### config.mk
export PLATFORM = sky130hd
export DESIGN_NAME = min_remove_unbalanced_parens_unit_flat
export DESIGN_NICKNAME = d
export VERILOG_FILES = /design/src/hw/rtl/mrup_pkg.sv /design/src/hw/rtl/mrup_if.sv /design/src/hw/rtl/min_remove_unbalanced_parens_unit.sv /design/src/hw/rtl/mrup_ram.sv /design/src/hw/rtl/mrup_front.sv /design/src/hw/rtl/mrup_queue.sv /design/src/hw/rtl/mrup_back.sv /design/src/flat_wrapper.sv
export SDC_FILE = /design/constraint.sdc
export NUM_CORES = 1
export LEC_CHECK = 0
export BUFFER_PORTS_ARGS = -buffer_cell sky130_fd_sc_hd__buf_4
export CORE_MARGIN = 8
export CORE_UTILIZATION = 28
export CTS_BUF_LIST = sky130_fd_sc_hd__clkbuf_16
export CTS_CLUSTER_DIAMETER = 150
export DETAILED_ROUTE_END_ITERATION = 16
export GPL_TIMING_DRIVEN = 0
export PLACE_DENSITY = 0.45
export SLEW_MARGIN = 40
export SYNTH_ARGS = -nofsm -noshare
export SYNTH_HDL_FRONTEND = slang
export SYNTH_SLANG_ARGS = --single-unit
### constraint.sdc
create_clock -name clock -period 6.55 [get_ports clock]
set_input_delay 1.6375 -clock clock [delete_from_list [all_inputs] [get_ports clock]]
set_output_delay 1.6375 -clock clock [all_outputs]
set_load 0.01 [all_outputs]
### src/hw/rtl/mrup_pkg.sv
// Shared constants, command and status types for the parenthesis removal unit.
package mrup_pkg;

   localparam int MAX_LEN = 64;
   localparam int ADDR_W  = (MAX_LEN > 1) ? $clog2(MAX_LEN) : 1;
   localparam int CNT_W   = $clog2(MAX_LEN + 1);
   localparam int CHAR_W  = 8;

   localparam logic [CHAR_W-1:0] OPEN_BR  = 8'h28;
   localparam logic [CHAR_W-1:0] CLOSE_BR = 8'h29;

   localparam int Q_DEPTH = 4;
   localparam int Q_PTR_W = $clog2(Q_DEPTH);
   localparam int Q_CNT_W = $clog2(Q_DEPTH + 1);

   // One classified request, handed from the front to the back.
   typedef struct packed {
      logic              store;
      logic [ADDR_W-1:0] pos;
      logic [CHAR_W-1:0] char_val;
      logic              keep;
      logic              push;
      logic [ADDR_W-1:0] push_idx;
      logic              fin;
      logic              ovf;
      logic [CNT_W-1:0]  fill;
      logic [CNT_W-1:0]  depth;
   } cmd_type;

   typedef struct packed {
      logic not_empty;
      logic not_full;
   } q_status_type;

   typedef enum logic [1:0] {
      BK_IDLE,
      BK_SWEEP,
      BK_DRAIN
   } back_state_type;

endpackage

### src/hw/rtl/mrup_if.sv
// Valid/ready channel interfaces for requests and results.
interface mrup_req_if;
   import mrup_pkg::*;
   logic              valid;
   logic              ready;
   logic [CHAR_W-1:0] char_in;
   logic              end_of_string;

   modport source (output valid, output char_in, output end_of_string, input ready);
   modport sink   (input valid, input char_in, input end_of_string, output ready);
endinterface

interface mrup_rsp_if;
   import mrup_pkg::*;
   logic              valid;
   logic              ready;
   logic [CHAR_W-1:0] char_out;
   logic              last_out;
   logic              none_kept;
   logic              overflowed;

   modport source (output valid, output char_out, output last_out, output none_kept,
                   output overflowed, input ready);
   modport sink   (input valid, input char_out, input last_out, input none_kept,
                   input overflowed, output ready);
endinterface

### src/hw/rtl/min_remove_unbalanced_parens_unit.sv
// Top level of the minimum-removal parenthesis filter: front, queue and back.
// The unit takes a string one byte per request and returns the bytes that survive
// once every unmatched ')' and every unmatched '(' is struck, in their original
// order, with last_out on the final result. A string with nothing left gives one
// result with none_kept and last_out set. Up to MAX_LEN (64) bytes are buffered;
// later bytes of the same string are dropped and every result of that string
// reports overflowed. Timing: requests are taken one per cycle while the 4-entry
// command queue has room. After the end-of-string request leaves the queue, the
// back strikes the unmatched opens (one stack RAM read per open bracket still
// pending) and then walks the byte buffer one address per cycle while the result
// port is not holding a kept byte back, with results at up to one per cycle under
// no backpressure. Bytes of the next string enter the queue meanwhile and wait
// there; requests stall once it fills. No clearing pass is needed after reset:
// only entries written for the current string are ever read.
module min_remove_unbalanced_parens_unit (
   input  logic       clock,
   input  logic       reset,
   mrup_req_if.sink   req_chan,
   mrup_rsp_if.source rsp_chan
);
   import mrup_pkg::*;

   // Front-to-queue and queue-to-back command path.
   cmd_type      front_cmd;
   cmd_type      head_cmd;
   logic         cmd_push;
   logic         cmd_pop;
   q_status_type q_stat;

   // Classify each request: buffer position, keep bit, stack push, overflow.
   mrup_front u_front (
      .clock    (clock),
      .reset    (reset),
      .req_chan (req_chan),
      .q_stat   (q_stat),
      .cmd_push (cmd_push),
      .cmd      (front_cmd)
   );

   // Hold classified requests so the front keeps loading while the back drains.
   mrup_queue u_queue (
      .clock  (clock),
      .reset  (reset),
      .push   (cmd_push),
      .wr_cmd (front_cmd),
      .pop    (cmd_pop),
      .rd_cmd (head_cmd),
      .q_stat (q_stat)
   );

   // Write buffers, strike pending opens at the end, and drain kept bytes.
   mrup_back u_back (
      .clock    (clock),
      .reset    (reset),
      .q_stat   (q_stat),
      .cmd      (head_cmd),
      .pop      (cmd_pop),
      .rsp_chan (rsp_chan)
   );

`ifndef NO_ASSERTIONS
   // A none-kept result always closes its run.
   a_none_is_last: assert property (@(posedge clock) disable iff (reset)
      rsp_chan.valid && rsp_chan.none_kept |-> rsp_chan.last_out)
      else $error("none_kept result without last_out");

   // A request is only taken while the queue has room.
   a_no_queue_overrun: assert property (@(posedge clock) disable iff (reset)
      req_chan.valid && req_chan.ready |-> q_stat.not_full)
      else $error("request accepted into a full queue");

   // The back never pops an empty queue.
   a_no_queue_underrun: assert property (@(posedge clock) disable iff (reset)
      cmd_pop |-> q_stat.not_empty)
      else $error("command popped from an empty queue");

   // Results are idle right after reset.
   a_rsp_idle_after_reset: assert property (@(posedge clock)
      $past(reset) |-> !rsp_chan.valid)
      else $error("result valid right after reset");
`endif
endmodule

### src/hw/rtl/mrup_ram.sv
// Generic single-write, single-read RAM with registered read data.
module mrup_ram #(
   parameter int WIDTH = 8,
   parameter int DEPTH = 64
) (
   input  logic                                         clock,
   input  logic                                         wr_en,
   input  logic [((DEPTH > 1) ? $clog2(DEPTH) : 1)-1:0] wr_addr,
   input  logic [WIDTH-1:0]                             wr_data,
   input  logic                                         rd_en,
   input  logic [((DEPTH > 1) ? $clog2(DEPTH) : 1)-1:0] rd_addr,
   output logic [WIDTH-1:0]                             rd_data
);
   logic [WIDTH-1:0] mem_ff [DEPTH];
   logic [WIDTH-1:0] rd_data_ff;

   always_ff @(posedge clock) begin
      if (wr_en) begin
         mem_ff[wr_addr] <= wr_data;
      end
      if (rd_en) begin
         rd_data_ff <= mem_ff[rd_addr];
      end
   end

   assign rd_data = rd_data_ff;
endmodule

### src/hw/rtl/mrup_front.sv
// Front end: accepts bytes, tracks fill and open-bracket depth, classifies each request.
module mrup_front (
   input  logic                   clock,
   input  logic                   reset,
   mrup_req_if.sink               req_chan,
   input  mrup_pkg::q_status_type q_stat,
   output logic                   cmd_push,
   output mrup_pkg::cmd_type      cmd
);
   import mrup_pkg::*;

   logic [CNT_W-1:0] fill_ff, fill_in;
   logic [CNT_W-1:0] depth_ff, depth_in;
   logic             ovf_ff, ovf_in;
   logic             accept;
   logic             full;

   assign req_chan.ready = q_stat.not_full;
   assign accept         = req_chan.valid && req_chan.ready;
   assign full           = (fill_ff == CNT_W'(MAX_LEN));
   assign cmd_push       = accept;

   always_comb begin
      fill_in  = fill_ff;
      depth_in = depth_ff;
      ovf_in   = ovf_ff;

      cmd          = '0;
      cmd.char_val = req_chan.char_in;
      cmd.pos      = fill_ff[ADDR_W-1:0];
      cmd.push_idx = depth_ff[ADDR_W-1:0];
      cmd.keep     = 1'b1;
      cmd.fin      = req_chan.end_of_string;

      if (accept) begin
         if (full) begin
            ovf_in = 1'b1;
         end else begin
            cmd.store = 1'b1;
            fill_in   = fill_ff + CNT_W'(1);
            if (req_chan.char_in == OPEN_BR) begin
               cmd.push = 1'b1;
               depth_in = depth_ff + CNT_W'(1);
            end else if (req_chan.char_in == CLOSE_BR) begin
               if (depth_ff != '0) begin
                  depth_in = depth_ff - CNT_W'(1);
               end else begin
                  cmd.keep = 1'b0;
               end
            end
         end
      end

      cmd.ovf   = ovf_in;
      cmd.fill  = fill_in;
      cmd.depth = depth_in;

      // End of string: start the next one from scratch.
      if (accept && req_chan.end_of_string) begin
         fill_in  = '0;
         depth_in = '0;
         ovf_in   = 1'b0;
      end
   end

   always_ff @(posedge clock) begin
      if (reset) begin
         fill_ff  <= '0;
         depth_ff <= '0;
         ovf_ff   <= 1'b0;
      end else begin
         fill_ff  <= fill_in;
         depth_ff <= depth_in;
         ovf_ff   <= ovf_in;
      end
   end
endmodule

### src/hw/rtl/mrup_queue.sv
// Short command queue between the front and the back.
module mrup_queue (
   input  logic                   clock,
   input  logic                   reset,
   input  logic                   push,
   input  mrup_pkg::cmd_type      wr_cmd,
   input  logic                   pop,
   output mrup_pkg::cmd_type      rd_cmd,
   output mrup_pkg::q_status_type q_stat
);
   import mrup_pkg::*;

   cmd_type              slot_ff [Q_DEPTH];
   logic [Q_PTR_W-1:0]   wr_ptr_ff, wr_ptr_in;
   logic [Q_PTR_W-1:0]   rd_ptr_ff, rd_ptr_in;
   logic [Q_CNT_W-1:0]   count_ff, count_in;

   always_comb begin
      wr_ptr_in = push ? wr_ptr_ff + Q_PTR_W'(1) : wr_ptr_ff;
      rd_ptr_in = pop  ? rd_ptr_ff + Q_PTR_W'(1) : rd_ptr_ff;
      unique case ({push, pop})
         2'b10:   count_in = count_ff + Q_CNT_W'(1);
         2'b01:   count_in = count_ff - Q_CNT_W'(1);
         default: count_in = count_ff;
      endcase
   end

   assign q_stat.not_empty = (count_ff != '0);
   assign q_stat.not_full  = (count_ff != Q_CNT_W'(Q_DEPTH));
   assign rd_cmd           = slot_ff[rd_ptr_ff];

   always_ff @(posedge clock) begin
      if (push) begin
         slot_ff[wr_ptr_ff] <= wr_cmd;
      end
   end

   always_ff @(posedge clock) begin
      if (reset) begin
         wr_ptr_ff <= '0;
         rd_ptr_ff <= '0;
         count_ff  <= '0;
      end else begin
         wr_ptr_ff <= wr_ptr_in;
         rd_ptr_ff <= rd_ptr_in;
         count_ff  <= count_in;
      end
   end
endmodule

### src/hw/rtl/mrup_back.sv
// Back end: writes buffers, strikes unmatched opens, drains kept bytes to the result port.
module mrup_back (
   input  logic                   clock,
   input  logic                   reset,
   input  mrup_pkg::q_status_type q_stat,
   input  mrup_pkg::cmd_type      cmd,
   output logic                   pop,
   mrup_rsp_if.source             rsp_chan
);
   import mrup_pkg::*;

   back_state_type    state_ff, state_in;
   logic [CNT_W-1:0]  fill_ff, fill_in;
   logic [CNT_W-1:0]  depth_ff, depth_in;
   logic              ovf_ff, ovf_in;
   logic [CNT_W-1:0]  idx_ff, idx_in;
   logic              rd_valid_ff, rd_valid_in;
   logic              pend_valid_ff, pend_valid_in;
   logic [CHAR_W-1:0] pend_char_ff, pend_char_in;
   logic              out_valid_ff, out_valid_in;
   logic [CHAR_W-1:0] out_char_ff, out_char_in;
   logic              out_last_ff, out_last_in;
   logic              out_none_ff, out_none_in;
   logic              out_ovf_ff, out_ovf_in;

   logic              char_wr_en, char_rd_en;
   logic [CHAR_W-1:0] char_rd_data;
   logic              keep_wr_en, keep_rd_en;
   logic [ADDR_W-1:0] keep_wr_addr;
   logic              keep_wr_data;
   logic              keep_rd_data;
   logic              stack_wr_en, stack_rd_en;
   logic [ADDR_W-1:0] stack_rd_data;

   logic              out_free;
   logic              issue;
   logic              consume;

   mrup_ram #(.WIDTH(CHAR_W), .DEPTH(MAX_LEN)) u_char_ram (
      .clock   (clock),
      .wr_en   (char_wr_en),
      .wr_addr (cmd.pos),
      .wr_data (cmd.char_val),
      .rd_en   (char_rd_en),
      .rd_addr (idx_ff[ADDR_W-1:0]),
      .rd_data (char_rd_data)
   );

   mrup_ram #(.WIDTH(1), .DEPTH(MAX_LEN)) u_keep_ram (
      .clock   (clock),
      .wr_en   (keep_wr_en),
      .wr_addr (keep_wr_addr),
      .wr_data (keep_wr_data),
      .rd_en   (keep_rd_en),
      .rd_addr (idx_ff[ADDR_W-1:0]),
      .rd_data (keep_rd_data)
   );

   mrup_ram #(.WIDTH(ADDR_W), .DEPTH(MAX_LEN)) u_stack_ram (
      .clock   (clock),
      .wr_en   (stack_wr_en),
      .wr_addr (cmd.push_idx),
      .wr_data (cmd.pos),
      .rd_en   (stack_rd_en),
      .rd_addr (idx_ff[ADDR_W-1:0]),
      .rd_data (stack_rd_data)
   );

   assign out_free = !out_valid_ff || rsp_chan.ready;

   always_comb begin
      state_in      = state_ff;
      fill_in       = fill_ff;
      depth_in      = depth_ff;
      ovf_in        = ovf_ff;
      idx_in        = idx_ff;
      rd_valid_in   = rd_valid_ff;
      pend_valid_in = pend_valid_ff;
      pend_char_in  = pend_char_ff;
      out_valid_in  = out_valid_ff && !rsp_chan.ready;
      out_char_in   = out_char_ff;
      out_last_in   = out_last_ff;
      out_none_in   = out_none_ff;
      out_ovf_in    = out_ovf_ff;

      pop          = 1'b0;
      char_wr_en   = 1'b0;
      char_rd_en   = 1'b0;
      keep_wr_en   = 1'b0;
      keep_rd_en   = 1'b0;
      keep_wr_addr = cmd.pos;
      keep_wr_data = cmd.keep;
      stack_wr_en  = 1'b0;
      stack_rd_en  = 1'b0;
      issue        = 1'b0;
      consume      = 1'b0;

      unique case (state_ff)
         BK_IDLE: begin
            pop = q_stat.not_empty;
            if (pop) begin
               char_wr_en  = cmd.store;
               keep_wr_en  = cmd.store;
               stack_wr_en = cmd.store && cmd.push;
               if (cmd.fin) begin
                  fill_in  = cmd.fill;
                  depth_in = cmd.depth;
                  ovf_in   = cmd.ovf;
                  idx_in   = '0;
                  state_in = BK_SWEEP;
               end
            end
         end

         BK_SWEEP: begin
            issue       = (idx_ff != depth_ff);
            stack_rd_en = issue;
            rd_valid_in = issue;
            if (issue) begin
               idx_in = idx_ff + CNT_W'(1);
            end
            if (rd_valid_ff) begin
               keep_wr_en   = 1'b1;
               keep_wr_addr = stack_rd_data;
               keep_wr_data = 1'b0;
            end
            if (!issue && !rd_valid_ff) begin
               idx_in   = '0;
               state_in = BK_DRAIN;
            end
         end

         BK_DRAIN: begin
            consume = rd_valid_ff && !(keep_rd_data && pend_valid_ff && !out_free);
            issue   = (idx_ff != fill_ff) && (!rd_valid_ff || consume);
            char_rd_en = issue;
            keep_rd_en = issue;
            if (issue) begin
               idx_in      = idx_ff + CNT_W'(1);
               rd_valid_in = 1'b1;
            end else if (consume) begin
               rd_valid_in = 1'b0;
            end
            if (consume && keep_rd_data) begin
               if (pend_valid_ff) begin
                  out_valid_in = 1'b1;
                  out_char_in  = pend_char_ff;
                  out_last_in  = 1'b0;
                  out_none_in  = 1'b0;
                  out_ovf_in   = ovf_ff;
               end
               pend_valid_in = 1'b1;
               pend_char_in  = char_rd_data;
            end
            if ((idx_ff == fill_ff) && !rd_valid_ff && out_free) begin
               out_valid_in  = 1'b1;
               out_char_in   = pend_valid_ff ? pend_char_ff : '0;
               out_last_in   = 1'b1;
               out_none_in   = !pend_valid_ff;
               out_ovf_in    = ovf_ff;
               pend_valid_in = 1'b0;
               state_in      = BK_IDLE;
            end
         end

         default: state_in = BK_IDLE;
      endcase
   end

   always_ff @(posedge clock) begin
      if (reset) begin
         state_ff      <= BK_IDLE;
         fill_ff       <= '0;
         depth_ff      <= '0;
         ovf_ff        <= 1'b0;
         idx_ff        <= '0;
         rd_valid_ff   <= 1'b0;
         pend_valid_ff <= 1'b0;
         out_valid_ff  <= 1'b0;
      end else begin
         state_ff      <= state_in;
         fill_ff       <= fill_in;
         depth_ff      <= depth_in;
         ovf_ff        <= ovf_in;
         idx_ff        <= idx_in;
         rd_valid_ff   <= rd_valid_in;
         pend_valid_ff <= pend_valid_in;
         out_valid_ff  <= out_valid_in;
      end
   end

   always_ff @(posedge clock) begin
      pend_char_ff <= pend_char_in;
      out_char_ff  <= out_char_in;
      out_last_ff  <= out_last_in;
      out_none_ff  <= out_none_in;
      out_ovf_ff   <= out_ovf_in;
   end

   assign rsp_chan.valid      = out_valid_ff;
   assign rsp_chan.char_out   = out_char_ff;
   assign rsp_chan.last_out   = out_last_ff;
   assign rsp_chan.none_kept  = out_none_ff;
   assign rsp_chan.overflowed = out_ovf_ff;
endmodule

### src/flat_wrapper.sv
// flat-port wrapper written by rule: the top's interface ports become plain ports
module min_remove_unbalanced_parens_unit_flat import mrup_pkg::*;
  (clock, reset, req_chan_valid, req_chan_char_in, req_chan_end_of_string, req_chan_ready, rsp_chan_valid, rsp_chan_char_out, rsp_chan_last_out, rsp_chan_none_kept, rsp_chan_overflowed, rsp_chan_ready);
  mrup_req_if req_chan_i ();
  mrup_rsp_if rsp_chan_i ();
  input  logic clock;
  input  logic reset;
  input wire logic [$bits(req_chan_i.valid)-1:0] req_chan_valid;
  input wire logic [$bits(req_chan_i.char_in)-1:0] req_chan_char_in;
  input wire logic [$bits(req_chan_i.end_of_string)-1:0] req_chan_end_of_string;
  output wire logic [$bits(req_chan_i.ready)-1:0] req_chan_ready;
  output wire logic [$bits(rsp_chan_i.valid)-1:0] rsp_chan_valid;
  output wire logic [$bits(rsp_chan_i.char_out)-1:0] rsp_chan_char_out;
  output wire logic [$bits(rsp_chan_i.last_out)-1:0] rsp_chan_last_out;
  output wire logic [$bits(rsp_chan_i.none_kept)-1:0] rsp_chan_none_kept;
  output wire logic [$bits(rsp_chan_i.overflowed)-1:0] rsp_chan_overflowed;
  input wire logic [$bits(rsp_chan_i.ready)-1:0] rsp_chan_ready;
  assign req_chan_i.valid = req_chan_valid;
  assign req_chan_i.char_in = req_chan_char_in;
  assign req_chan_i.end_of_string = req_chan_end_of_string;
  assign req_chan_ready = req_chan_i.ready;
  assign rsp_chan_valid = rsp_chan_i.valid;
  assign rsp_chan_char_out = rsp_chan_i.char_out;
  assign rsp_chan_last_out = rsp_chan_i.last_out;
  assign rsp_chan_none_kept = rsp_chan_i.none_kept;
  assign rsp_chan_overflowed = rsp_chan_i.overflowed;
  assign rsp_chan_i.ready = rsp_chan_ready;
  min_remove_unbalanced_parens_unit u_core (.clock(clock), .reset(reset), .req_chan(req_chan_i), .rsp_chan(rsp_chan_i));
endmodule
Yosys cells after proc, flatten, opt, wreduce, memory -nomap -nowiden. Memories as Yosys holds them, arrays and structs flattened. A register that Yosys moved wholly into a read port is not among the register bits. Cells that the tools add are included.

Register bits: 68. Bits in latches: 0. Memory bits (writable): 1116. Bits in read-only memories: 0. Bits of input ports: 13. Output and inout bits: 13. Memories: 4.

$add $sub $neg: 8. Multipliers: 0. Div/mod/pow operators: 0. Order comparisons: 0. Equal/unequal tests: 18. Shifts and indexed selects: 0. Muxes and demuxes: 71. Bitwise gates (word level): 0. Reduce and logical (&&, ||, !) cells: 37.

Memories: u_core.u_back.u_char_ram.mem_ff (words 64, bits a word 8, read ports 1, clocked after memory_dff 1, wr ports 1, line mrup_ram.sv:14) `logic [WIDTH-1:0] mem_ff [DEPTH];`; u_core.u_back.u_stack_ram.mem_ff (words 64, bits a word 6, read ports 1, clocked after memory_dff 1, wr ports 1, line mrup_ram.sv:14); u_core.u_queue.slot_ff (words 4, bits a word 39, read ports 1, clocked after memory_dff 1, wr ports 1, line mrup_queue.sv:13) `cmd_type slot_ff [Q_DEPTH];`; u_core.u_back.u_keep_ram.mem_ff (words 64, bits a word 1, read ports 1, clocked after memory_dff 1, wr ports 1, line mrup_ram.sv:14).

Operator list (number): 7-bit two-way mux (12); 1-bit two-way mux (40); 8-bit two-way mux (4); 7-bit by 1-bit adder with 7-bit output, second input constant (3); 7-bit one-hot mux with 3 select lines (1); 8-bit by 6-bit equality test with 1-bit output, second input constant (2); 2-bit two-way mux (8); 7-bit inequality test (2); 1-bit logical AND (12); 6-bit two-way mux (2); 3-bit inequality test, second input constant (3); 2-bit inequality test, second input constant (4); 2-bit nonzero test (4); 7-bit equality test (1); 7-bit equality test, second input constant (1); 1-bit zero test (7); 7-bit nonzero test (1); 7-bit by 1-bit subtractor with 7-bit output, second input constant (1); 2-bit one-hot mux with 3 select lines (1); 3-bit one-hot mux with 2 select lines (1); 2-bit AND reduction (3); 3-bit AND reduction (2); 3-bit nonzero test (2); 5-bit AND reduction (1); 11 further kinds (16).

Longest topological paths before layout. Gate-level depths: netlist of run 1.

Word-level depth: 10. Mapped depth: 11. Gate-level depth less buffers: 9.

Modules after synthesis. Synthesis of run 1 repeated with hierarchy kept, for this count alone.

Cell total of the unflattened synthesis: 2495. Area, all modules: 47999.8 um^2.

By module, submodules not included: mrup_ram (u_core.u_back.u_char_ram) (times used 1, cells an instance 940, area an instance 20246.9 um^2); mrup_ram (u_core.u_back.u_stack_ram) (times used 1, cells an instance 720, area an instance 15285.9 um^2); mrup_queue (times used 1, cells an instance 250, area an instance 6052.1 um^2); mrup_ram (u_core.u_back.u_keep_ram) (times used 1, cells an instance 204, area an instance 2924.1 um^2); mrup_back (times used 1, cells an instance 223, area an instance 2252.2 um^2); mrup_front (times used 1, cells an instance 158, area an instance 1238.7 um^2).

Least setup slack after synthesis of run 1. No wires, ideal clock.

Kind: input to register. From: in req_chan_char_in[4]. To: mem u_core.u_queue.slot_ff[0][3] (netlist bit) (data pin). Library setup time: 275 ps. Arrival: 3018 ps. Setup slack: 3258 ps. Cell stages on the path: 6. Cell sequence: nor4b_1 nand3_1 clkbuf_1 or2_2 buf_4 a221o_1.

RTL lines: start, declared (line flat_wrapper.sv:9) `input wire logic [$bits(req_chan_i.char_in)-1:0] req_chan_char_in;`; end, declared (line mrup_queue.sv:13).

Worst setup path in the final report of run 1.
From: reg u_core.u_back.state_ff[1]. To: mem u_core.u_back.u_char_ram.mem_ff[35][4], enable pin.

Cells in the longest elaborated chain, start to end: 4.

RTL lines: start, declared (line mrup_back.sv:12) `back_state_type state_ff, state_in;`; start signal, assigned (line mrup_back.sv:181) `state_ff <= state_in;`; 2-bit zero test (line mrup_back.sv:98) `unique case (state_ff)`; 1-bit two-way mux (line mrup_back.sv:98); 1-bit two-way mux (line mrup_ram.sv:18) `if (wr_en) begin`; 1-bit two-way mux (not written as such) (line mrup_ram.sv:19) `mem_ff[wr_addr] <= wr_data;`; end, declared (line mrup_ram.sv:14).

No other way between the ends.

==> qor.txt, run 1 <==
Run status = complete, no violations
Max Cap Viol = 0
Hold_ws = 0.421 ns
Worst Path Required = 6.93 ns
Max clock buf depth = 3
Slew headroom = 0.409
CTS tree = yes
Via/cell ratio = 4.88
Pwr dens = 355 mW/mm²
Clk root buf = clkbuf_16
Vias in the first global route = 25,223
Initial antenna violation count = 2
Die Width = 428 µm
Fillers = 16,113
Peak VDD IR = 0.274 mV
Area leader, netlist = edfxtp_1
Internal power = 14.3 mW
Io pins = 26
# port buffers = 25
Post-cts sizing count = 0
Met2 usage = 0.232
Post-route ant nets = 0
RSZ-0062 raised after global routing = no
Hpwl dp = 88,700 µm
Startpoint types = flip-flop
Row cnt = 151
Inst Count DP = 4,643
Non-Filler Instances = 4,893
First-pass GRT wire length = 186,000 µm
DRT Pass-1 Iters = 7
FFs w/ async S/R, synth = 0
Net Switching = 5.32 mW
Hold Fails Final Rpt = 0
Power share of the clock group = 0.368
Crit Path Class = reg2reg
Most common cell in the netlist = edfxtp_1
Post-synth top cells = 1,150 x edfxtp_1, 317 x mux4_2, 237 x nor2_1
CTS Buf Count = 135
Synth top area share = 0.727
Layout cell share with drive strength beyond 1 = 0.260
Setup repair bufs after CTS = 0
Layout area overhead = 16.1%
DRC violations left = 0
Gr busiest metal = met2
Main combinational cell family by area after synthesis = multiplexers
Initial core utilization = 0.281
Clk_lat worst skew = 0.77 ns
Crit-path max FO = 8
Met1 global-route usage = 0.187
Post-layout nets = 2,594
Hold Crit Class = reg2reg
Critical path capture point type = flip-flop
Total grt overflow = 0
Ys Warns = 0
GRT Util Overall = 0.140
Synth Area in Simple Gates = 0.0478
Critical Path AT = 4.65 ns
DRT Wirelength = 131,000 µm
P_leak = 16.6 nW
Core region area = 0.169 mm²
Crit share post-route = 0.652
Starting DRC count in detailed routing = 2,231
EDFF count, synth = 1,150
Met3 Usage GRT = 0.0267
Compound-Gate Fraction of Synth Area = 0.0204
Multiplexer share of the synthesized area = 0.159
Synth Cell Area = 0.0475 mm²
Fmax = 234 MHz
Clock Sinks = 1,201
H-tree Lvls = 4
Worst slew pin tran = 0.884 ns
Final setup viols = 0
Setup TNS = 0 ns
Hold-fix buffers at CTS = 0
Die ar. = 0.183 mm²
Die height = 428 µm
Fin. max-slew vios = 0
DR WL/cell = 26.9 µm
Clock skew = 0.0539 ns
Register area share after synthesis = 0.748
Minimum clock period = 4.27 ns
Distinct cells, synth = 63
DR vias = 23,861
Final GP Congestion = 0.829
Largest net degree at the start of global routing = 74
Synth Net Count = 2,423
Mapped Avg Cell Area = 19.9 µm²
FF+latch count, synth = 1,201
Switch share = 0.272
Comb pwr share = 0.142
Synth Area in XOR/XNOR = 0.00424
Clk slew on worst S/H paths = 0.06 ns
Synth area leaders = edfxtp_1 73%, mux4_2 15%, dfxtp_1 2.1%, nor2_1 1.9%, nand2_1 0.98%
Cell count after synthesis = 2,392
Synth Flop Type = edfxtp_1
Adder-cell share of the synthesized area = 0.00490
Seq pwr share = 0.490
state kept, by name, indices dropped and copies added (netlist names), 7 cells and up, named ones only:
signal,cells
u_core.u_back.u_char_ram.mem_ff,512
u_core.u_back.u_stack_ram.mem_ff,384
u_core.u_queue.slot_ff,156
u_core.u_back.u_keep_ram.mem_ff,64
u_core.u_back.pend_char_ff,8
u_core.u_back.rsp_chan.char_out,8
u_core.u_back.u_char_ram.rd_data,8
u_core.u_back.depth_ff,7
u_core.u_back.fill_ff,7
u_core.u_back.idx_ff,7
u_core.u_front.depth_ff,7
u_core.u_front.fill_ff,7
cells in the final DEF (no fill, tap or decap), drive strengths merged, types with 4 or more instances in the layout:
cell,instances
nor3,9
o21ai,27
mux2i,41
and2,30
edfxtp,1150
xor2,10
nand3,28
dfxtp,51
and3,8
o221ai,6
mux4,317
clkbuf,191
o31ai,6
clkinvlp,5
or2,6
o41ai,4
buf,99
nand2,124
a21boi,5
nand4,7
a211oi,9
or3,10
nor2b,27
o22a,4
o2111ai,11
bufinv,6
xnor2,13
nor2,237
inv,64
ha,17
a22oi,7
a21o,6
a21oi,27
clkinv,61
nand2b,12
kinds of logic (layout without fill, tap and decap cells):
| kind of cell | after synthesis | count (layout) |
|---|---|---|
| multiplexers | 359 | 359 |
| AO/OA/AOI/OAI | 134 | 134 |
| buffers and inverters | 146 | 426 |
| AND/OR/NAND/NOR | 511 | 511 |
| other | 0 | 3 |
| flip-flops | 1201 | 1201 |
| XOR/XNOR | 23 | 23 |
| adder cells (fa/ha/maj) | 18 | 18 |
worst max-delay path, cell delays in order, from the launching register on:
cell      delay [ns]
dfxtp_1         0.34
inv_1           0.13
ha_1            0.41
o31a_1          0.20
clkbuf_1        0.53
nand2_1         0.39
nor2_1          0.36
nand2_1         0.61
nor2_1          0.89
routing by layer:
layer	part of all wire	up-vias
met2	0.48	724
met4	0.031	0
met3	0.055	214
met5	0	-
met1	0.43	12854
li1	-	10069
through the flow:
step                      setup WS [ns]   util  power [mW]  area (µm²)
after global routing               2.28  0.327        20.3       55200
after CTS                          2.27  0.326        19.8       55000
after global placement            0.806  0.299        12.4       50500
final                              2.28  0.327        19.6       55200
after floorplan                    3.26      -        11.3       47500
after detailed placement           2.31  0.300        12.6       50700
cell type report:
type,count,area [µm²],share of cell area
repair buffers,34,363,0.00658
plain buffers,120,668,0.0121
diodes,3,7.51,0.000136
flip-flops and latches,1201,35600,0.645
well taps,2218,2780,0.0503
clock inverters,110,858,0.0156
clock buffers,136,3400,0.0617
multi-input cells,1045,11400,0.207
inverters,26,97.6,0.00177
power groups by stage:
stage / clock network (mW) / registers, mW / logic (mW)
3_5_place_dp: 0 / 9.76 / 2.80
6_report: 7.20 / 9.59 / 2.78
2_1_floorplan: 0 / 9.73 / 1.55
5_1_grt: 7.67 / 9.61 / 3.01
4_1_cts: 7.38 / 9.60 / 2.80
3_3_place_gp: 0 / 9.79 / 2.60
worst paths after layout:
kind / endpoint / cells past startpoint / slack (ns) / startpoint
worst min-delay path: u_core.u_back.pend_char_ff[4] / 0 / 0.42 / u_core.u_back.u_char_ram.rd_data[4]
worst max register to register: u_core.u_back.u_char_ram.mem_ff[35][4] / 8 / 2.28 / u_core.u_back.state_ff[1]
worst max-delay path: u_core.u_back.u_char_ram.mem_ff[35][4] / 8 / 2.28 / u_core.u_back.state_ff[1]
worst min register to register: u_core.u_back.pend_char_ff[4] / 0 / 0.42 / u_core.u_back.u_char_ram.rd_data[4]
(Power assumes the default switching activity.)
==> inputs of run 2 (changes only) <==
==> constraint.sdc (replaced) <==
create_clock -name clock -period 4.2 [get_ports clock]
set_input_delay 1.05 -clock clock [delete_from_list [all_inputs] [get_ports clock]]
set_output_delay 1.05 -clock clock [all_outputs]
set_load 0.01 [all_outputs]
==> run 2 against run 1 <==
Against the previous run:
- the flow now finishes with violations (setup timing)
- register-to-register slack worse by 2.3 ns
- final cell count unchanged
- die area unchanged
- combinational power rose by 56%
- critical path type unchanged
- utilization is essentially flat
- sequential share of layout area hardly changed
- maximum frequency up 0.96%
- non-clock buffer count unchanged
==> qor.txt, run 2 (synthesized netlist as in run 1, its figures left out) <==
Final setup viols = 8
Post-layout nets = 2,594
Largest net degree at the start of global routing = 74
Biggest regs = u_core.u_back.u_char_ram.mem_ff (512), u_core.u_back.u_stack_ram.mem_ff (384), u_core.u_queue.slot_ff (156)
CP startpoint = u_core.u_back.state_ff[1]
# port buffers = 25
Critical Path AT = 4.61 ns
Initial antenna violation count = 2
CP cell instances = inv_1 -> ha_1 -> o31a_1 -> clkbuf_1 -> nand2_1 -> nor2_1 -> nand2_1 -> nor2_1
Startpoint types = flip-flop
Fin. max-slew vios = 0
Crit Reg-Reg Endpoint = u_core.u_back.u_char_ram.mem_ff[35][4]
Fmax = 236 MHz
CP max-delay cell = nor2_1
Most flops, register = u_core.u_back.u_char_ram.mem_ff
Vias in the first global route = 25,225
Crit Path Class = reg2reg
DRT Pass-1 Iters = 5
Initial core utilization = 0.281
CTS tree = yes
First-pass GRT wire length = 186,000 µm
Clock skew = 0.0516 ns
Crit share post-route = 1.01
Final worst slack = -0.0314 ns
Layout area overhead = 16.1%
Slew headroom = 0.392
Critical path capture point type = flip-flop
Core region area = 0.169 mm²
H-tree Lvls = 4
Setup slack, reg-to-reg = -0.03 ns
Hold Fails Final Rpt = 0
Clk slew on worst S/H paths = 0.06 ns
DRT Wirelength = 131,000 µm
P_leak = 16.6 nW
Commonest cells after routing, fill and taps aside = 1,150 x edfxtp_1, 305 x mux4_2, 180 x nor2_1, 136 x clkbuf_16, 122 x nand2_1
DR WL/cell = 26.8 µm
Hold_ws = 0.420 ns
Commonest non-fill, non-tap cell in the layout = edfxtp_1
Setup TNS = -0.192 ns
Total power = 30.5 mW
Clock Sinks = 1,201
Post-route ant nets = 0
Max clock buf depth = 3
Total grt overflow = 0
Minimum clock period = 4.23 ns
DRC violations left = 0
Hpwl dp = 88,700 µm
Peak VDD IR = 0.426 mV
RSZ-0062 raised after global routing = yes
Final GP Congestion = 0.829
Worst slew pin tran = 0.910 ns
Max Cap Viol = 0
CP max stage delay = 0.88 ns
Reg-to-reg critical path startpoint = u_core.u_back.state_ff[1]
DR vias = 23,879
Reg2Reg Depth = 8
Critical Path End = u_core.u_back.u_char_ram.mem_ff[35][4]
Layout cell share with drive strength beyond 1 = 0.262
Starting DRC count in detailed routing = 2,316
CTS Buf Count = 135
Placed Area = 0.0507 mm²
GRT Util Overall = 0.140
Worst Path Required = 4.58 ns
Max reg flops = 512
Crit-path max FO = 8
Row cnt = 151
Failing checks = setup timing
Io pins = 26
Die Width = 428 µm
Hold Crit Class = reg2reg
Clk_lat worst skew = 0.77 ns
Clk root buf = clkbuf_16
Hold-fix buffers at CTS = 0
Post-layout instance area = 0.0552 mm²
Die ar. = 0.183 mm²
Hold depth = 0
Via/cell ratio = 4.88
Die height = 428 µm
Pwr dens = 553 mW/mm²
Run status = complete, but fails checks
run 2: worst max-delay path: cells and delay by family (launching register included):
| kind | cells | cell delay (ns) |
|---|---|---|
| compound gates | 1 | 0.20 |
| buf+inv | 2 | 0.66 |
| fa+ha+maj | 1 | 0.41 |
| flops | 1 | 0.34 |
| simple gates | 4 | 2.22 |
run 2: worst min path at each step:
stage	startpoint	to
after floorplan	u_core.u_back.u_char_ram.rd_data[0]	u_core.u_back.pend_char_ff[0]
after global placement	u_core.u_back.u_char_ram.rd_data[1]	u_core.u_back.pend_char_ff[1]
after detailed placement	u_core.u_back.u_char_ram.rd_data[0]	u_core.u_back.pend_char_ff[0]
after CTS	u_core.u_back.u_char_ram.rd_data[0]	u_core.u_back.pend_char_ff[0]
after global routing	u_core.u_back.u_char_ram.rd_data[0]	u_core.u_back.pend_char_ff[0]
final	u_core.u_back.u_char_ram.rd_data[0]	u_core.u_back.pend_char_ff[0]
run 2: what timing repair did:
item / 4_1_cts / 5_1_grt
gates cloned: 0 / 0
setup buffers: 0 / 0
setup endpoints to repair: 24 / 54
gates resized for setup: 3 / 5
pin swaps: 0 / 0
run 2: cell type report:
type | count | area [µm²]
fillers | 16111 | 114000
flip-flops and latches | 1201 | 35600
multi-input cells | 1045 | 11400
clock buffers | 136 | 3400
well taps | 2218 | 2780
clock inverters | 110 | 858
plain buffers | 120 | 668
repair buffers | 34 | 363
inverters | 26 | 97.6
diodes | 3 | 7.51
run 2: metrics by stage:
step | cells | setup slack, ns | util
4_1_cts | 4889 | 0.00616 | 0.326
2_1_floorplan | 2392 | 0.933 | -
3_3_place_gp | 4635 | -1.54 | 0.299
5_1_grt | 4890 | -0.0209 | 0.327
3_5_place_dp | 4643 | -0.0399 | 0.300
6_report | 4893 | -0.0314 | 0.327
run 2: metal layers:
metal / wire, µm / GRT usage / up-vias / share of wire
met2: 63600 / 0.231 / 727 / 0.48
met4: 4020 / 0.0461 / 0 / 0.031
met5: 0 / 0 / - / 0
met1: 56600 / 0.187 / 12878 / 0.43
li1: - / - / 10073 / -
met3: 7090 / 0.0267 / 201 / 0.054
run 2: where the power goes:
| group | internal [mW] | leakage [nW] | switching, mW |
|---|---|---|---|
| sequential | 14.8 | 10.8 | 0.143 |
| clock | 6.33 | 2.19 | 4.90 |
| combinational | 1.09 | 3.61 | 3.25 |
| total | 22.2 | 16.6 | 8.29 |
==> inputs of run 3 (changes only) <==
--- a/config.mk
+++ b/config.mk
@@ -5,6 +5,8 @@
 export SDC_FILE = /design/constraint.sdc
 export NUM_CORES = 1
 export LEC_CHECK = 0
+export ABC_AREA = 1
+export ABC_CLOCK_PERIOD_IN_PS = 3400
 export BUFFER_PORTS_ARGS = -buffer_cell sky130_fd_sc_hd__buf_4
 export CORE_MARGIN = 8
 export CORE_UTILIZATION = 28
@@ -12,7 +14,7 @@
 export CTS_CLUSTER_DIAMETER = 150
 export DETAILED_ROUTE_END_ITERATION = 16
 export GPL_TIMING_DRIVEN = 0
-export PLACE_DENSITY = 0.45
+export PLACE_DENSITY = 0.46
 export SLEW_MARGIN = 40
 export SYNTH_ARGS = -nofsm -noshare
 export SYNTH_HDL_FRONTEND = slang
==> constraint.sdc (replaced) <==
create_clock -name clock -period 3.4 [get_ports clock]
set_input_delay 0.85 -clock clock [delete_from_list [all_inputs] [get_ports clock]]
set_output_delay 0.85 -clock clock [all_outputs]
set_load 0.01 [all_outputs]
==> run 3 against run 2 <==
Against the previous run:
- the flow still finishes with violations (setup timing)
- maximum frequency increased by 20%
- worst setup slack got worse by 0.081 ns
- critical path depth is 1 lower
- utilization is 1.3 points higher
- clock-buffer cell count is 2 lower
- synthesized area increased by 2.9%
==> qor.txt, run 3 <==
Run status = complete, but fails checks
Failing checks = setup timing
Register area = 0.0356 mm²
Post-layout nets = 4,519
# port buffers = 25
Dpl ws = -0.542 ns
Synth Net Count = 4,222
Register area share after synthesis = 0.727
DRT Pass-1 Iters = 6
Layout area overhead = 20.5%
Wl on met1 = 83,400 µm
Initial core utilization = 0.282
Most flops, register = u_core.u_back.u_char_ram.mem_ff
Hold EP = u_core.u_queue.slot_ff[3][28]
H-tree Lvls = 4
Die ar. = 0.188 mm²
Die height = 434 µm
Mapped Avg Cell Area = 11.7 µm²
Total grt overflow = 0
Footprint of the multi-input gates = 0.0127 mm²
FFs w/ async S/R, synth = 0
Largest net degree at the start of global routing = 54
Startpoint types = flip-flop
Fillers = 17,394
Most common cell in the netlist = edfxtp_1
Reg2Reg Depth = 7
Crit-path max FO = 34
DRC violations left = 0
Via/cell ratio = 5.13
Worst slew pin tran = 0.918 ns
Area leader, netlist = edfxtp_1
Biggest regs = u_core.u_back.u_char_ram.mem_ff (512), u_core.u_back.u_stack_ram.mem_ff (384), u_core.u_queue.slot_ff (156)
EDFF count, synth = 1,150
Fmax = 285 MHz
Hold depth = 1
Synth top area share = 0.706
Max reg flops = 512
Critical path capture point type = flip-flop
First-pass GRT wire length = 269,000 µm
Hold-fix buffers at CTS = 0
Routed met3 length = 15,700 µm
Routed length on met2 = 87,900 µm
Clk root buf = clkbuf_16
Starting DRC count in detailed routing = 4,053
Hold Crit Class = in2reg
Crit share post-route = 1.03
Post-route ant nets = 0
P_leak = 20.0 nW
Commonest non-fill, non-tap cell in the layout = edfxtp_1
Critical Path AT = 3.94 ns
Slew headroom = 0.388
Fin. max-slew vios = 0
Cell count after synthesis = 4,191
Peak VDD IR = 0.580 mV
Max Cap Viol = 0
Final GP Congestion = 0.959
Initial antenna violation count = 10
Row cnt = 153
Synth Flop Type = edfxtp_1
Crit Reg-Reg Endpoint = u_core.u_back.u_char_ram.mem_ff[38][1]
Crit Path Class = reg2reg
Setup slack, reg-to-reg = -0.11 ns
Final worst slack = -0.112 ns
DRT Wirelength = 197,000 µm
CTS tree = yes
DR top layer = met4
CTS Buf Count = 132
Vias in the first global route = 33,812
Hold Fails Final Rpt = 0
Minimum clock period = 3.51 ns
RSZ-0062 raised after global routing = yes
Ys Warns = 0
Synth Cell Area = 0.0489 mm²
Clock skew = 0.0444 ns
Post-layout instance area = 0.0589 mm²
Commonest cells after routing, fill and taps aside = 1,150 x edfxtp_1, 699 x nand2_1, 665 x nor2_1, 563 x o21ai_0, 246 x o22ai_1
DR vias = 35,501
Die Width = 434 µm
DR WL/cell = 28.5 µm
Hold Startpoint = req_chan_char_in[4]
Clk slew on worst S/H paths = 0.06 ns
FF+latch count, synth = 1,201
Io pins = 26
Final setup viols = 133
Clock Sinks = 1,201
Hpwl dp = 140,000 µm
Distinct cells, synth = 34
Layout cell share with drive strength beyond 1 = 0.133
Clk_lat worst skew = 0.79 ns
GRT Util Overall = 0.204
Core region area = 0.174 mm²
Placed Area = 0.0538 mm²
Worst Path Required = 3.83 ns
Max clock buf depth = 3
Post-synth top cells = 1,150 x edfxtp_1, 787 x nor2_1, 707 x nand2_1
Synth area leaders = edfxtp_1 71%, nor2_1 6.0%, o21ai_0 5.8%, nand2_1 5.4%, o22ai_1 3.2%
Pwr dens = 813 mW/mm²
[run 3: cell count changes after synthesis, moves of 109 or more]
cell / before / now
clkbuf_1: 54 / 163
nand3_1: 28 / 156
nand2_1: 124 / 707
o21ai_0: 26 / 563
nor2_1: 237 / 787
o22ai_1: 2 / 254
mux4_2: 317 / 0
[run 3: how the worst max path moves through the flow]
stage | startpoint | endpoint | slack (ns) | cells past startpoint
2_1_floorplan | req_chan_valid | u_core.u_queue.slot_ff[0][0] | 0.13 | 3
3_5_place_dp | u_core.u_back.state_ff[1] | u_core.u_back.u_stack_ram.mem_ff[7][3] | -0.54 | 10
5_1_grt | flip-flop | u_core.u_back.u_char_ram.mem_ff[39][3] | -0.19 | 7
6_report | flip-flop | u_core.u_back.u_char_ram.mem_ff[38][1] | -0.11 | 7
3_3_place_gp | flip-flop | u_core.u_back.u_char_ram.mem_ff[28][7] | -3.74 | 8
4_1_cts | flip-flop | u_core.u_back.u_char_ram.mem_ff[36][3] | -0.12 | 7
[run 3: cell type report]
cell class,count,area share
Antenna cell,5,0.000212
Buffer,244,0.0185
Clock buffer,134,0.0569
Clock inverter,106,0.0135
Inverter,120,0.00826
Multi-Input combinational cell,2624,0.216
Sequential cell,1201,0.604
Tap cell,2325,0.0494
Timing Repair Buffer,165,0.0335
[run 3: logic make-up (layout without fill, tap and decap cells)]
family / Yosys count / count (layout) / synth area share
AO/OA/AOI/OAI: 893 / 893 / 0.0990
XOR/XNOR: 12 / 12 / 0.00215
adder cells (fa/ha/maj): 18 / 18 / 0.00476
buffers and inverters: 366 / 769 / 0.0300
flip-flops: 1201 / 1201 / 0.727
other: 0 / 5 / 0
AND/OR/NAND/NOR: 1701 / 1701 / 0.137
[run 3: per-stage QoR]
step                       util  instances  hold WS [ns]  power [mW]  setup TNS, ns
after floorplan               -       4191         0.400        25.8              0
after detailed placement  0.310       6631         0.407        33.8        -127.30
after global placement    0.300       6541         0.410        32.2       -3747.29
after global routing      0.339       6919         0.246        49.4         -24.50
final                     0.339       6924         0.279        47.9          -7.53
after CTS                 0.337       6906         0.217        47.8         -10.56
[run 3: metal layers]
layer / global-route usage / vias to the layer above
li1: - / 15608
met1: 0.275 / 17891
met2: 0.316 / 1640
met3: 0.0406 / 362
met4: 0.0942 / 0
met5: 0 / -
[run 3: report_power, final]
part | internal, mW | leakage (nW) | switching (mW) | total [mW]
logic | 3.38 | 7.09 | 11.1 | 14.5
registers | 19.3 | 10.8 | 0.218 | 19.5
clock network | 7.76 | 2.15 | 6.18 | 13.9
total | 30.4 | 20.0 | 17.5 | 47.9
[run 3: timing repair]
| action | 4_1_cts | 5_1_grt |
|---|---|---|
| setup endpoints to repair | 648 | 619 |
| buffers inserted | 35 | 15 |
| resized for setup | 54 | 77 |
| pin swaps | 18 | 5 |
[run 3: worst max-delay path: stages (launching register included)]
cell	delay (ns)
dfxtp_1	0.50
buf_2	0.34
nand3_1	0.12
nand2_1	0.44
inv_4	0.35
nor2_1	0.32
nand2_1	0.53
nor2_4	0.53
